### src/rtl/buzz_pkg.sv
// shared types and constants for the buzzer burst pattern player
package buzz_pkg;

  localparam int QUEUE_DEPTH_DEF = 8;
  localparam int LEVEL_W         = 4;
  localparam int TIME_W          = 16;
  localparam int COUNT_W         = 8;
  localparam int IN_DATA_W       = 40;
  localparam int OUT_DATA_W      = 8;

  typedef enum logic [1:0] {
    PHASE_IDLE = 2'd0,
    PHASE_ON   = 2'd1,
    PHASE_GAP  = 2'd2
  } phase_t;

  typedef enum logic {
    CMD_TICK    = 1'b0,
    CMD_ENQUEUE = 1'b1
  } command_t;

  // one queued pattern, on time in the low bits
  typedef struct packed {
    logic [COUNT_W-1:0] repeat_count;
    logic [TIME_W-1:0]  off_time;
    logic [TIME_W-1:0]  on_time;
  } pattern_t;

endpackage

### src/rtl/buzzer_burst_pattern_player_core.sv
// buzzer burst pattern player: pattern queue in memory and tick-driven burst sequencer
//
// Takes one item per clock cycle, enqueue or millisecond tick, and returns one
// result per item in the cycle after its transfer, from an output register. The
// input is stalled only while that register holds a result not yet taken.
// Patterns sit in a QUEUE_DEPTH-entry memory with a registered read port;
// the head entry is read ahead from the next read pointer, and an enqueue into
// the entry being read is forwarded, so a pop on the following tick sees it.
// No clearing pass is needed after reset. sound_enabled is written through
// the cfg channel, which is always ready.
module buzzer_burst_pattern_player_core #(
  parameter int QUEUE_DEPTH = buzz_pkg::QUEUE_DEPTH_DEF
) (
  input  logic                            clk,
  input  logic                            rst,
  input  logic                            s_tvalid,
  output logic                            s_tready,
  // on_time [15:0], off_time [31:16], repeat_count [39:32]
  input  logic [buzz_pkg::IN_DATA_W-1:0]  s_tdata,
  // command [0]
  input  logic                            s_tuser,
  output logic                            m_tvalid,
  input  logic                            m_tready,
  // buzzer_on [0], dropped [1], queue_level [5:2], busy_res [6], zero [7]
  output logic [buzz_pkg::OUT_DATA_W-1:0] m_tdata,
  input  logic                            cfg_valid,
  output logic                            cfg_ready,
  input  logic                            cfg_data
);
  import buzz_pkg::*;

  localparam int PTR_W = (QUEUE_DEPTH > 1) ? $clog2(QUEUE_DEPTH) : 1;
  localparam int CNT_W = $clog2(QUEUE_DEPTH + 1);

  logic sound_enabled;

  logic [PTR_W-1:0]   read_pointer, read_pointer_next;
  logic [PTR_W-1:0]   write_pointer, write_pointer_next;
  logic [CNT_W-1:0]   stored_count, stored_count_next;
  phase_t             phase, phase_next;
  logic [TIME_W-1:0]  ticks_left, ticks_left_next;
  logic [COUNT_W-1:0] bursts_left, bursts_left_next;
  logic [TIME_W-1:0]  on_length, on_length_next;
  logic [TIME_W-1:0]  gap_length, gap_length_next;

  pattern_t           mem [QUEUE_DEPTH];
  pattern_t           rd_data, fwd_data, head;
  logic               fwd_valid;
  logic               wr_en;
  pattern_t           wr_data;

  logic               accept;
  logic               is_tick;
  logic               dropped;
  logic [COUNT_W-1:0] bursts_dec;

  assign cfg_ready = 1'b1;
  assign s_tready  = !m_tvalid || m_tready;
  assign accept    = s_tvalid && s_tready;
  assign is_tick   = (s_tuser == CMD_TICK);
  assign wr_data   = pattern_t'(s_tdata);
  assign head      = fwd_valid ? fwd_data : rd_data;
  assign bursts_dec = bursts_left - 1'b1;

  always_ff @(posedge clk) begin
    if (rst) begin
      sound_enabled <= 1'b1;
    end else if (cfg_valid && cfg_ready) begin
      sound_enabled <= cfg_data;
    end
  end

  always_comb begin
    read_pointer_next  = read_pointer;
    write_pointer_next = write_pointer;
    stored_count_next  = stored_count;
    phase_next         = phase;
    ticks_left_next    = ticks_left;
    bursts_left_next   = bursts_left;
    on_length_next     = on_length;
    gap_length_next    = gap_length;
    wr_en              = 1'b0;
    dropped            = 1'b0;

    if (accept) begin
      if (!is_tick) begin
        if (stored_count >= CNT_W'(QUEUE_DEPTH)) begin
          dropped = 1'b1;
        end else begin
          wr_en              = 1'b1;
          write_pointer_next = (write_pointer == PTR_W'(QUEUE_DEPTH - 1)) ? '0
                               : write_pointer + 1'b1;
          stored_count_next  = stored_count + 1'b1;
        end
      end else begin
        case (phase)
          PHASE_IDLE: begin
            if (stored_count != '0) begin
              read_pointer_next = (read_pointer == PTR_W'(QUEUE_DEPTH - 1)) ? '0
                                  : read_pointer + 1'b1;
              stored_count_next = stored_count - 1'b1;
              if (sound_enabled && head.repeat_count != '0) begin
                on_length_next   = head.on_time;
                gap_length_next  = head.off_time;
                bursts_left_next = head.repeat_count;
                phase_next       = PHASE_ON;
                ticks_left_next  = (head.on_time == '0) ? '0 : head.on_time - 1'b1;
              end
            end
          end
          PHASE_ON: begin
            if (ticks_left != '0) begin
              ticks_left_next = ticks_left - 1'b1;
            end else begin
              bursts_left_next = bursts_dec;
              if (bursts_dec == '0) begin
                phase_next      = PHASE_IDLE;
                ticks_left_next = '0;
              end else if (gap_length == '0) begin
                // no gap: next burst starts at once, buzzer stays on
                ticks_left_next = (on_length == '0) ? '0 : on_length - 1'b1;
              end else begin
                phase_next      = PHASE_GAP;
                ticks_left_next = gap_length - 1'b1;
              end
            end
          end
          PHASE_GAP: begin
            if (ticks_left != '0) begin
              ticks_left_next = ticks_left - 1'b1;
            end else begin
              phase_next      = PHASE_ON;
              ticks_left_next = (on_length == '0) ? '0 : on_length - 1'b1;
            end
          end
          default: begin
            phase_next = PHASE_IDLE;
          end
        endcase
      end
    end
  end

  always_ff @(posedge clk) begin
    if (rst) begin
      read_pointer  <= '0;
      write_pointer <= '0;
      stored_count  <= '0;
      phase         <= PHASE_IDLE;
      ticks_left    <= '0;
      bursts_left   <= '0;
      on_length     <= '0;
      gap_length    <= '0;
    end else begin
      read_pointer  <= read_pointer_next;
      write_pointer <= write_pointer_next;
      stored_count  <= stored_count_next;
      phase         <= phase_next;
      ticks_left    <= ticks_left_next;
      bursts_left   <= bursts_left_next;
      on_length     <= on_length_next;
      gap_length    <= gap_length_next;
    end
  end

  // pattern memory, read ahead at the next head address
  always_ff @(posedge clk) begin
    if (wr_en) begin
      mem[write_pointer] <= wr_data;
    end
    rd_data  <= mem[read_pointer_next];
    fwd_data <= wr_data;
  end

  always_ff @(posedge clk) begin
    if (rst) begin
      fwd_valid <= 1'b0;
    end else begin
      fwd_valid <= wr_en && (write_pointer == read_pointer_next);
    end
  end

  // result register
  always_ff @(posedge clk) begin
    if (rst) begin
      m_tvalid <= 1'b0;
    end else if (s_tready) begin
      m_tvalid <= s_tvalid;
    end
  end

  always_ff @(posedge clk) begin
    if (accept) begin
      m_tdata <= {1'b0,
                  (phase_next != PHASE_IDLE),
                  LEVEL_W'(stored_count_next),
                  dropped,
                  (phase_next == PHASE_ON)};
    end
  end

  a_count_bound: assert property (@(posedge clk) disable iff (rst)
    stored_count <= CNT_W'(QUEUE_DEPTH))
    else $error("stored count above queue depth");

  a_busy_has_bursts: assert property (@(posedge clk) disable iff (rst)
    (phase != PHASE_IDLE) |-> (bursts_left != '0))
    else $error("player active with no bursts left");

  a_on_implies_busy: assert property (@(posedge clk) disable iff (rst)
    (m_tvalid && m_tdata[0]) |-> m_tdata[6])
    else $error("buzzer on while not busy");

  a_tick_not_dropped: assert property (@(posedge clk) disable iff (rst)
    (accept && is_tick) |=> (m_tvalid && !m_tdata[1]))
    else $error("tick reported as dropped");

endmodule

### config.mk
export PLATFORM = sky130hd
export DESIGN_NAME = buzzer_burst_pattern_player_core
export DESIGN_NICKNAME = d
export VERILOG_FILES = /design/src/rtl/buzz_pkg.sv /design/src/rtl/buzzer_burst_pattern_player_core.sv
export SDC_FILE = /design/constraint.sdc
export NUM_CORES = 1
export LEC_CHECK = 0
export ABC_AREA = 1
export BUFFER_PORTS_ARGS = -buffer_cell sky130_fd_sc_hd__buf_2
export CAP_MARGIN = 20
export CELL_PAD_IN_SITES_DETAIL_PLACEMENT = 0
export CELL_PAD_IN_SITES_GLOBAL_PLACEMENT = 1
export CORE_MARGIN = 1.5
export CORE_UTILIZATION = 53
export DETAILED_ROUTE_END_ITERATION = 7
export PLACE_DENSITY = 0.9
export SLEW_MARGIN = 20
export SYNTH_ARGS = -nofsm -noshare
export SYNTH_HDL_FRONTEND = slang
export SYNTH_SLANG_ARGS = --single-unit
### constraint.sdc
create_clock -name clk -period 11.1 [get_ports clk]
set_input_delay 2.22 -clock clk [delete_from_list [all_inputs] [get_ports clk]]
set_output_delay 2.22 -clock clk [all_outputs]
set_load 0.005 [all_outputs]
# Yosys cells after proc, flatten, opt, wreduce, memory -nomap -nowiden
# Memory sizes are Yosys's and may differ from the RTL's. A register that Yosys moved wholly into a read port is not among the register bits.
# Cells that the tools add are included.
# word_totals
word_cells	98
input_bits	47
output_inout_bits	11
regBits	118
mem_bits_rw	320
mem_count	1
# op_classes
n_bitwise	2
reduce_logical	20
eq_ne	9
muxes	40
n_lt_le_gt_ge	1
n_addsub	9
# memory_table
memory	words	word_bits	rd	rd_clocked_by_memory_dff	write_ports	line_no	source
mem	8	40	1	1	1	buzzer_burst_pattern_player_core.sv:46	pattern_t mem [QUEUE_DEPTH];
# op_table
operator	n
$mux 16	8
$sub 16x1->16 const B	4
$logic_not 16->1	3
$pmux 16 s3	1
$mux 40	1
$mux 8	3
$mux 4	5
$mux 3	6
$mux 2	8
$pmux 8 s2	1
$reduce_bool 16->1	1
$reduce_and 5->1	2
$logic_not 8->1	1
$reduce_bool 8->1	1
$sub 8x1->8 const B	1
$add 3x1->3 const B	2
$eq 3x3->1 const B	2
$mux 1	6
$ne 2x2->1 const B	3
$pmux 2 s3	1
$reduce_and 6->1	1
$add 4x1->4 const B	1
$eq 2x1->1 const B	2
$ge 4x4->1 const B	1
other kinds (12)	16

# Depth between registers and ports, before layout
# Gate-level depths: netlist of run 1.
# depth
ltp_word	9
mapped_depth	17

# Worst setup path before layout of run 1
# OpenSTA, ideal clock, no wires.
# synth_path
path_kind	input to register
from	input port m_tready
to	memory mem[5][0] (netlist bit) (enable)
setup_ns	0.487
stages	8
path_slack_ns	4.830
n_path_buf	0
arrival_time_ns	5.783
path_cell_list	inv_1 -> nand2_1 -> nand2_2 -> nor2_1 -> inv_1 -> nor2_1 -> inv_1 -> nor3_1
# synth_between
elab_chain_cells	5
# synth_lines
element	line_no	source
from (decl)	buzzer_burst_pattern_player_core.sv:23	input logic m_tready,
$logic_or 1x1->1	buzzer_burst_pattern_player_core.sv:58	assign s_tready = !m_tvalid || m_tready;
named net s_tready	buzzer_burst_pattern_player_core.sv:17	output logic s_tready,
$logic_and 1x1->1	buzzer_burst_pattern_player_core.sv:59	assign accept = s_tvalid && s_tready;
$mux 1	buzzer_burst_pattern_player_core.sv:85	if (accept) begin
$mux 1	buzzer_burst_pattern_player_core.sv:168	if (wr_en) begin
$mux 1 (not written as such)	buzzer_burst_pattern_player_core.sv:169	mem[write_pointer] <= wr_data;
to (decl)	buzzer_burst_pattern_player_core.sv:46	
# The timed path passes the listed nets, and every way through them passes these cells.

# Worst setup path after layout of run 1
# layout_path
from	input port m_tready
to	output port s_tready
# layout_between
elab_chain_cells	1
# layout_lines
element	line_no
$logic_or 1x1->1	buzzer_burst_pattern_player_core.sv:58
to (decl)	buzzer_burst_pattern_player_core.sv:17
# Every way passes these cells.

==> results of run 1 <==
path summary, 6_finish.rpt:
| kind | cells after the start | slack (ps) | startpoint | to |
|---|---|---|---|---|
| setup / recovery | 4 | 6310 | m_tready | s_tready |
| hold / removal | 2 | 480 | bursts_left[7] | bursts_left[7] |
| setup reg to reg | 12 | 7700 | phase[0] | rd_data[37] |
| hold reg to reg | 2 | 480 | bursts_left[7] | bursts_left[7] |
placed cells by master (no fill, tap or decap), types with 4 or more instances in the layout:
cell type / n
nand2_1: 442
xor2_1: 22
nand4_1: 10
clkinv_1: 5
nor3_1: 14
nor2_4: 7
nor2_1: 191
a21oi_1: 100
buf_2: 56
dfxtp_1: 150
inv_2: 6
clkinv_2: 4
nor3_2: 6
or2_1: 78
o21ai_1: 69
edfxtp_1: 327
nand3_1: 66
clkbuf_16: 49
o22ai_1: 82
a31oi_1: 4
clkbuf_1: 20
nand3_2: 5
inv_1: 131
o21ai_2: 5
o21ai_0: 195
buf_4: 15
ha_1: 19
nand2_2: 4
clkbuf_8: 6
state kept, by name (all words and copies together), names as in the netlist:
name	count
bursts_left	8
fwd_data	40
fwd_valid	1
gap_length	16
m_tdata	7
m_tvalid	1
mem	320
on_length	16
phase	2
rd_data	40
read_pointer	3
sound_enabled	1
stored_count	4
ticks_left	16
write_pointer	3
area by class of cell:
type	count	area, um^2	area share, %
clock buffer	75	1380	6.10
inverter	142	546	2.40
multi-input combinational	1356	6690	29.5
timing repair buffer	71	393	1.73
antenna	2	5.00	0.0221
tap	511	639	2.82
clock inverter	14	198	0.871
sequential	478	12800	56.6
stage by stage:
stage	total power, mW	util [%]	worst slack, ps
finish	4.50	59.8	6310
global route	4.68	59.8	6280
CTS	4.51	59.8	6310
detailed placement	2.91	55.6	6030
global placement	2.90	55.6	6070
floorplan	2.67	-	4830
power groups by stage:
stage	sequential, mW	combinational (mW)	clock (mW)
6_report	2.02	0.868	1.60
2_1_floorplan	2.05	0.617	0
3_3_place_gp	2.06	0.839	0
4_1_cts	2.02	0.856	1.63
5_1_grt	2.03	0.965	1.69
3_5_place_dp	2.06	0.850	0
logic make-up (layout without fill, tap and decap cells):
logic type,Yosys count,in the layout,synth area share [%]
AOI/OAI and AO/OA,466,466,12.1
muxes,1,1,0.0487
buffers and inverters,238,302,5.19
xor gates and xnor gates,24,24,1.02
and+or+nand+nor,844,844,17.9
other,2,4,0.0366
DFF,478,478,62.5
adders and majority gates,19,19,1.16
per-layer routing:
metal | vias to the layer above | share of wire [%]
li1 | 7145 | -
met1 | 6894 | 44
met2 | 486 | 46
met3 | 105 | 6.8
met5 | - | 0.015
met4 | 2 | 3.0
critical path: stages:
cell and delay, ps:
buf_2 90, inv_1 40, nand2_1 80, buf_2 140
==> results.md, run 1 <==
Status:
- The run finished with clean final reports.

STA:
- The final critical path takes up 43.1% of the cycle.
- Setup violations remaining at the end of the flow were counted as 0.
- Setup repair after global routing left no endpoint under its margin.
- The worst pin sits at a relative slew slack of 29.5%.
- Across all hold checks on the routed design, the worst slack comes to 476 ps.
- For the final routed database, the setup TNS stands at 0 ps.
- The number of failing hold endpoints at the final stage is 0.
- The top achievable clock speed is 209 MHz.
- The shortest period the worst path allows is 4790 ps.
- For the pin with the worst max-slew slack, the measured transition is 1050 ps.
- The final number of max-transition violations is 0.
- The clock arrives with 31.0 ps of skew.

Logic synthesis:
- Synthesis handed over a netlist of 2072 instances.
- After synthesis the cells add up to 20500 um^2.
- Synthesis inferred 478 register bits.
- Counting instances in the post-synthesis netlist gives the leading cell types as nand2_1, edfxtp_1, nor2_1, o21ai_0, dfxtp_1.
- The number of nets in the synthesized netlist is 2138.
- nand2_1 is the most common cell in the netlist.
- Among all flip-flop cells after synthesis, the most frequent one is edfxtp_1.
- Of the synthesized area, sequential elements account for 62.5%.
- The number of synthesized flops with an enable pin is 327.
- The share of synthesized registers carrying an async set or reset is 0%.
- The mean area per synthesized cell is 9.91 um^2.
- After synthesis, the cell types taking the most area are edfxtp_1, dfxtp_1, nand2_1.
- The synthesized design spends more area on one cell type than any other, namely edfxtp_1.
- The post-synthesis cell type count is 53.
- The area share of the leading cell type in the synthesized netlist is 47.8%.
- During synthesis, Yosys emitted a total of 0 warnings.

CTS:
- The number of buffers inserted by hold repair at cts is 0.
- The CTS tree is done.
- The post-CTS setup repair buffer count is 0.
- The clock tree buffer depth is 3.
- The latest clock arrival within the worst-skew pair is 600 ps.
- The TritonCTS buffer count is 48.
- The root buffer cell chosen for the clock tree is clkbuf_16.
- For this design, the sink count on the clock tree is 478.
- In this run, post-CTS repair resized a total of 0 instances.
- The CTS clock-pin slew for the worst setup and hold paths is 60 ps.
- The H-tree generated during clock tree synthesis spans 2 levels.

Routing:
- Using the TritonRoute via totals, the vias-per-cell ratio works out to 5.52.
- The routed layout has 14.6k vias.
- The wire length after detailed routing is 48000 um.
- The first routing iteration left 983 violations.
- The remaining routing DRC violations is 0.
- After detailed routing, the average wire length per cell comes to 18.1 um.
- The post-detailed-route count of antenna-violating nets is 0.
- The first TritonRoute pass finished after 5 iterations.

Place:
- The weighted congestion at the end of routability-driven global placement is 0.891.
- The number of I/O port buffers is 55.
- The cell count after placement is 2557.
- Detailed placement ended at an HPWL of 28100 um.
- The cell area after placement is 21100 um^2.

Global routing:
- In the global route stage, met1 resource usage came out at 33.2%.
- The number of antenna violations at the first check in global routing is 3.
- The met2 track utilization from global routing is 39.4%.
- After global routing the overflow that remains totals 0.
- The maximum number of pins on one net before global-route repair is 161.
- The first global-routing pass estimated 74500 um of wire.
- The all-layer global routing usage is 24.4%.
- The busiest layer in global routing is met2.
- In the global route stage, met3 resource usage came out at 4.07%.
- The via count of the first global-routing pass is 13.8k.

Die:
- The I/O pin count is 58.
- The die covers 39900 um^2.
- The die is 200 um tall.
- The effective utilization at floorplan is 54.1%.
- The floorplan step defined a core boundary enclosing 37900 um^2.
- In this run the horizontal extent of the chip is 200 um.
- The placement row count is 71.

Worst setup path:
- The kind of end point of the critical path is a primary output.
- The biggest fanout along the worst timing path is 3.
- The worst setup path is launched from an input port.
- STA puts the critical path data arrival time at 2570 ps.
- Data on the critical path is required at its endpoint by 8880 ps.
- The worst setup path is of the in2out kind.

Cells and area:
- The count of filler cells inserted in the layout is 3146.
- Leaving out filler cells and counting taps, the final layout contains 2649.
- The final layout contains 2163 nets.
- Summing all non-filler instances in the final layout gives an area of 22700 um^2.
- The fraction of final layout cells with drive strength greater than 1 is 8.75%.
- The layout-stage area growth over the synthesis result is 10.5%.

Power and ir drop:
- The combinational fraction of design power is 19.3%.
- The net switching power is 1.32 mW.
- The maximum resistive drop on vdd is 0.154 mV.
- The share of total power dissipated in the clock network is 35.7%.
- The fraction of power spent switching nets is 29.3%.
- The static leakage is 8.72 nW.
- The share of total power dissipated in sequential elements is 45.0%.
- The internal power of the cells totals 3.18 mW.
- In this run the power density over the cells is 198 nW/um^2.

Min path:
- The worst min-delay path category is reg2reg.

Run:
- The reported max-cap violation count is 0.
Note: power is estimated with default switching activity, not from simulation.
==> run 2: changes to the inputs <==
CORE_UTILIZATION = 49   (was 53)
PLACE_DENSITY = 0.84   (was 0.9)
clock period = 5 ns   (was 11.1 ns; I/O delays follow)
==> run 2 against run 1 <==
  * Utilization shrank 4.2 points
  * Final cell count grew 1.4%
  * Combinational power grew 120%
  * Via count grew 1.1%
  * Register-to-register slack lost 6100 ps
  * Worst hold slack lost 0.76 ps
  * Design area grew 0.84%
  * Clock skew shrank 16 ps
  * Sequential power grew 120%
  * Critical path type is now reg2reg
==> results.md, run 2 (synthesized netlist as in run 1, its figures left out) <==
Global routing:
- The via count of the first global-routing pass is 14.0k.
- Entering global routing, the biggest net connects 75 pins.
- The wire length of the first global-routing pass is 78500 um.
- The all-layer global routing usage is 23.2%.
- The total congestion overflow is 0.
- The number of antenna violations at the first check in global routing is 7.

Routing:
- Dividing the detail-routed wire length by the instance count gives 18.6 um.
- The routed via count divided by cell count is 5.51.
- The wire length after detailed routing is 49800 um.
- The remaining routing DRC violations is 0.
- Detailed routing inserted a total of 14.8k vias.
- The number of detailed-route iterations in the first pass is 7.
- The number of design-rule violations left by the first detailed-router iteration is 1166.
- The post-detailed-route count of antenna-violating nets is 0.

STA:
- On the final layout, the worst hold slack is 475 ps.
- The final number of max-transition violations is 0.
- Setup repair after global routing left no endpoint under its margin.
- For the pin with the worst max-slew slack, the measured transition is 901 ps.
- Setup violations remaining at the end of the flow were counted as 0.
- The minimum setup slack in the final design is 1590 ps.
- The number of failing hold endpoints at the final stage is 0.
- The ratio of final minimum period to clock period is 68.1%.
- The top achievable clock speed is 294 MHz.
- The worst slew margin relative to its limit is 39.7%.
- The clock arrives with 15.2 ps of skew.
- Summed over all failing endpoints, the final setup total negative slack is 0 ps.
- The shortest period the worst path allows is 3410 ps.

Cells and area:
- The layout has 3559 filler cells.
- The number of nets in the layout is 2175.
- The most frequent standard cell in the layout excluding fill and tap cells is nand2_1.
- The fraction of final layout cells with drive strength greater than 1 is 9.63%.
- The largest registers in the layout are mem: 320 flops, fwd_data: 40 flops, rd_data: 40 flops.
- The library cells used most frequently in the layout, excluding fill and tap cells, are nand2_1, edfxtp_1, o21ai_0.
- Relative to the synthesized area, the layout overhead comes to 11.5%.
- The register with the highest flop count is mem.
- The register with the most flip-flops in the layout has 320 of them.
- The finished cells cover 22900 um^2.

CTS:
- Hold repair after CTS inserted 0 buffers.
- The number of instances resized during post-cts repair is 0.
- The H-tree level count is 2.
- The CTS root buffer is clkbuf_16.
- TritonCTS created 48 clock buffers.
- The clock net in this run drives a total of 478 sinks.
- The latest clock arrival within the worst-skew pair is 580 ps.
- The CTS tree is done.
- The CTS clock-pin slew for the worst setup and hold paths is 60 ps.
- The post-CTS setup repair buffer count is 0.
- Counting along the longest clock path gives a buffer depth of 3.

Worst setup path:
- The required time of the critical path is 5520 ps.
- The biggest fanout along the worst timing path is 74.
- The worst setup path is captured at a register.
- The worst setup path is of the reg2reg kind.
- STA classifies the critical path startpoint as a register.
- The setup check on the worst reg-to-reg path leaves a slack of 1590 ps.
- Data arrives at the worst endpoint at 3930 ps.

Die:
- From bottom edge to top edge, the die measures 208 um.
- The die is 208 um wide.
- The I/O pin count is 58.
- The initial utilization of the core area, before any placement, comes to 50.0%.
- The floorplan step defined a die boundary enclosing 43100 um^2.
- Row generation in the floorplan step produced 74 rows.
- The area inside the core boundary is 41100 um^2.

Power and ir drop:
- In this run, the clock network consumes 36.3% of the power.
- The internal power of the cells is 7.17 mW.
- The static leakage is 8.82 nW.
- The fraction of power spent switching nets is 29.0%.
- Dividing total power by cell area gives a power density of 441 nW/um^2.
- The portion of total power attributed to sequential cells is 44.5%.
- The combinational fraction of design power is 19.2%.
- IR analysis of the VDD net gives a maximum drop of 0.284 mV.
- The net switching power is 2.93 mW.

Status:
- The run finished with clean final reports.

Min path:
- The min-delay analysis places its worst path in the category reg2reg.

Place:
- The setup slack after placement is 1180 ps.
- Routability-driven placement finished with a final weighted congestion of 0.923.
- In this run the tool buffered the top-level ports with 55 buffer cells.
- The HPWL after detailed placement is 31800 um.
- The placed instances occupy a cell area of 21300 um^2.

Run:
- The reported max-cap violation count is 0.
run 2: final cells by class:
type                            count  area (um^2)  area share [%]
Inverter                          142          541            2.36
Timing Repair Buffer               83          510            2.23
Clock inverter                     21          248            1.08
Antenna cell                        5         12.5          0.0547
Multi-Input combinational cell   1356         6700            29.3
Tap cell                          532          666            2.91
Sequential cell                   478        12800            56.1
Clock buffer                       69         1370            6.00
run 2: metrics by stage:
stage | util [%] | cells | power (mW)
final | 55.7 | 2686 | 10.1
after global routing | 55.7 | 2685 | 10.6
after CTS | 55.6 | 2681 | 10.1
after detailed placement | 51.7 | 2591 | 6.49
after global placement | 51.7 | 2591 | 6.46
after floorplan | - | 2072 | 5.93
run 2: metal layers:
metal	vias to the layer above	GRT usage, %	wire, um
li1	7174	-	-
met1	7096	31.9	22100
met2	430	36.8	23300
met3	93	4.21	2950
met4	2	8.94	1410
met5	-	0	12
run 2: final timing paths:
| kind | from | endpoint | cells past startpoint |
|---|---|---|---|
| max | phase[0] | rd_data[6] | 12 |
| min | bursts_left[7] | bursts_left[7] | 2 |
| max reg2reg | phase[0] | rd_data[6] | 12 |
| min reg2reg | bursts_left[7] | bursts_left[7] | 2 |
run 2: critical path, cell delays in order, from the launching register on:
cell and delay, ps:
dfxtp_1 350, inv_1 140, ha_1 340, nand3_4 150
nor2_8 170, or2_4 160, nand2_4 320, inv_4 730
buf_4 430, o21ai_0 160, o22ai_1 130, nand2_1 80
nand2_1 80
run 2: power by group through the flow:
stage	Combinational, mW	Sequential, mW	Clock [mW]
6_report	1.93	4.50	3.67
5_1_grt	2.17	4.51	3.88
4_1_cts	1.92	4.50	3.73
3_5_place_dp	1.91	4.58	0
3_3_place_gp	1.88	4.58	0
2_1_floorplan	1.37	4.56	0
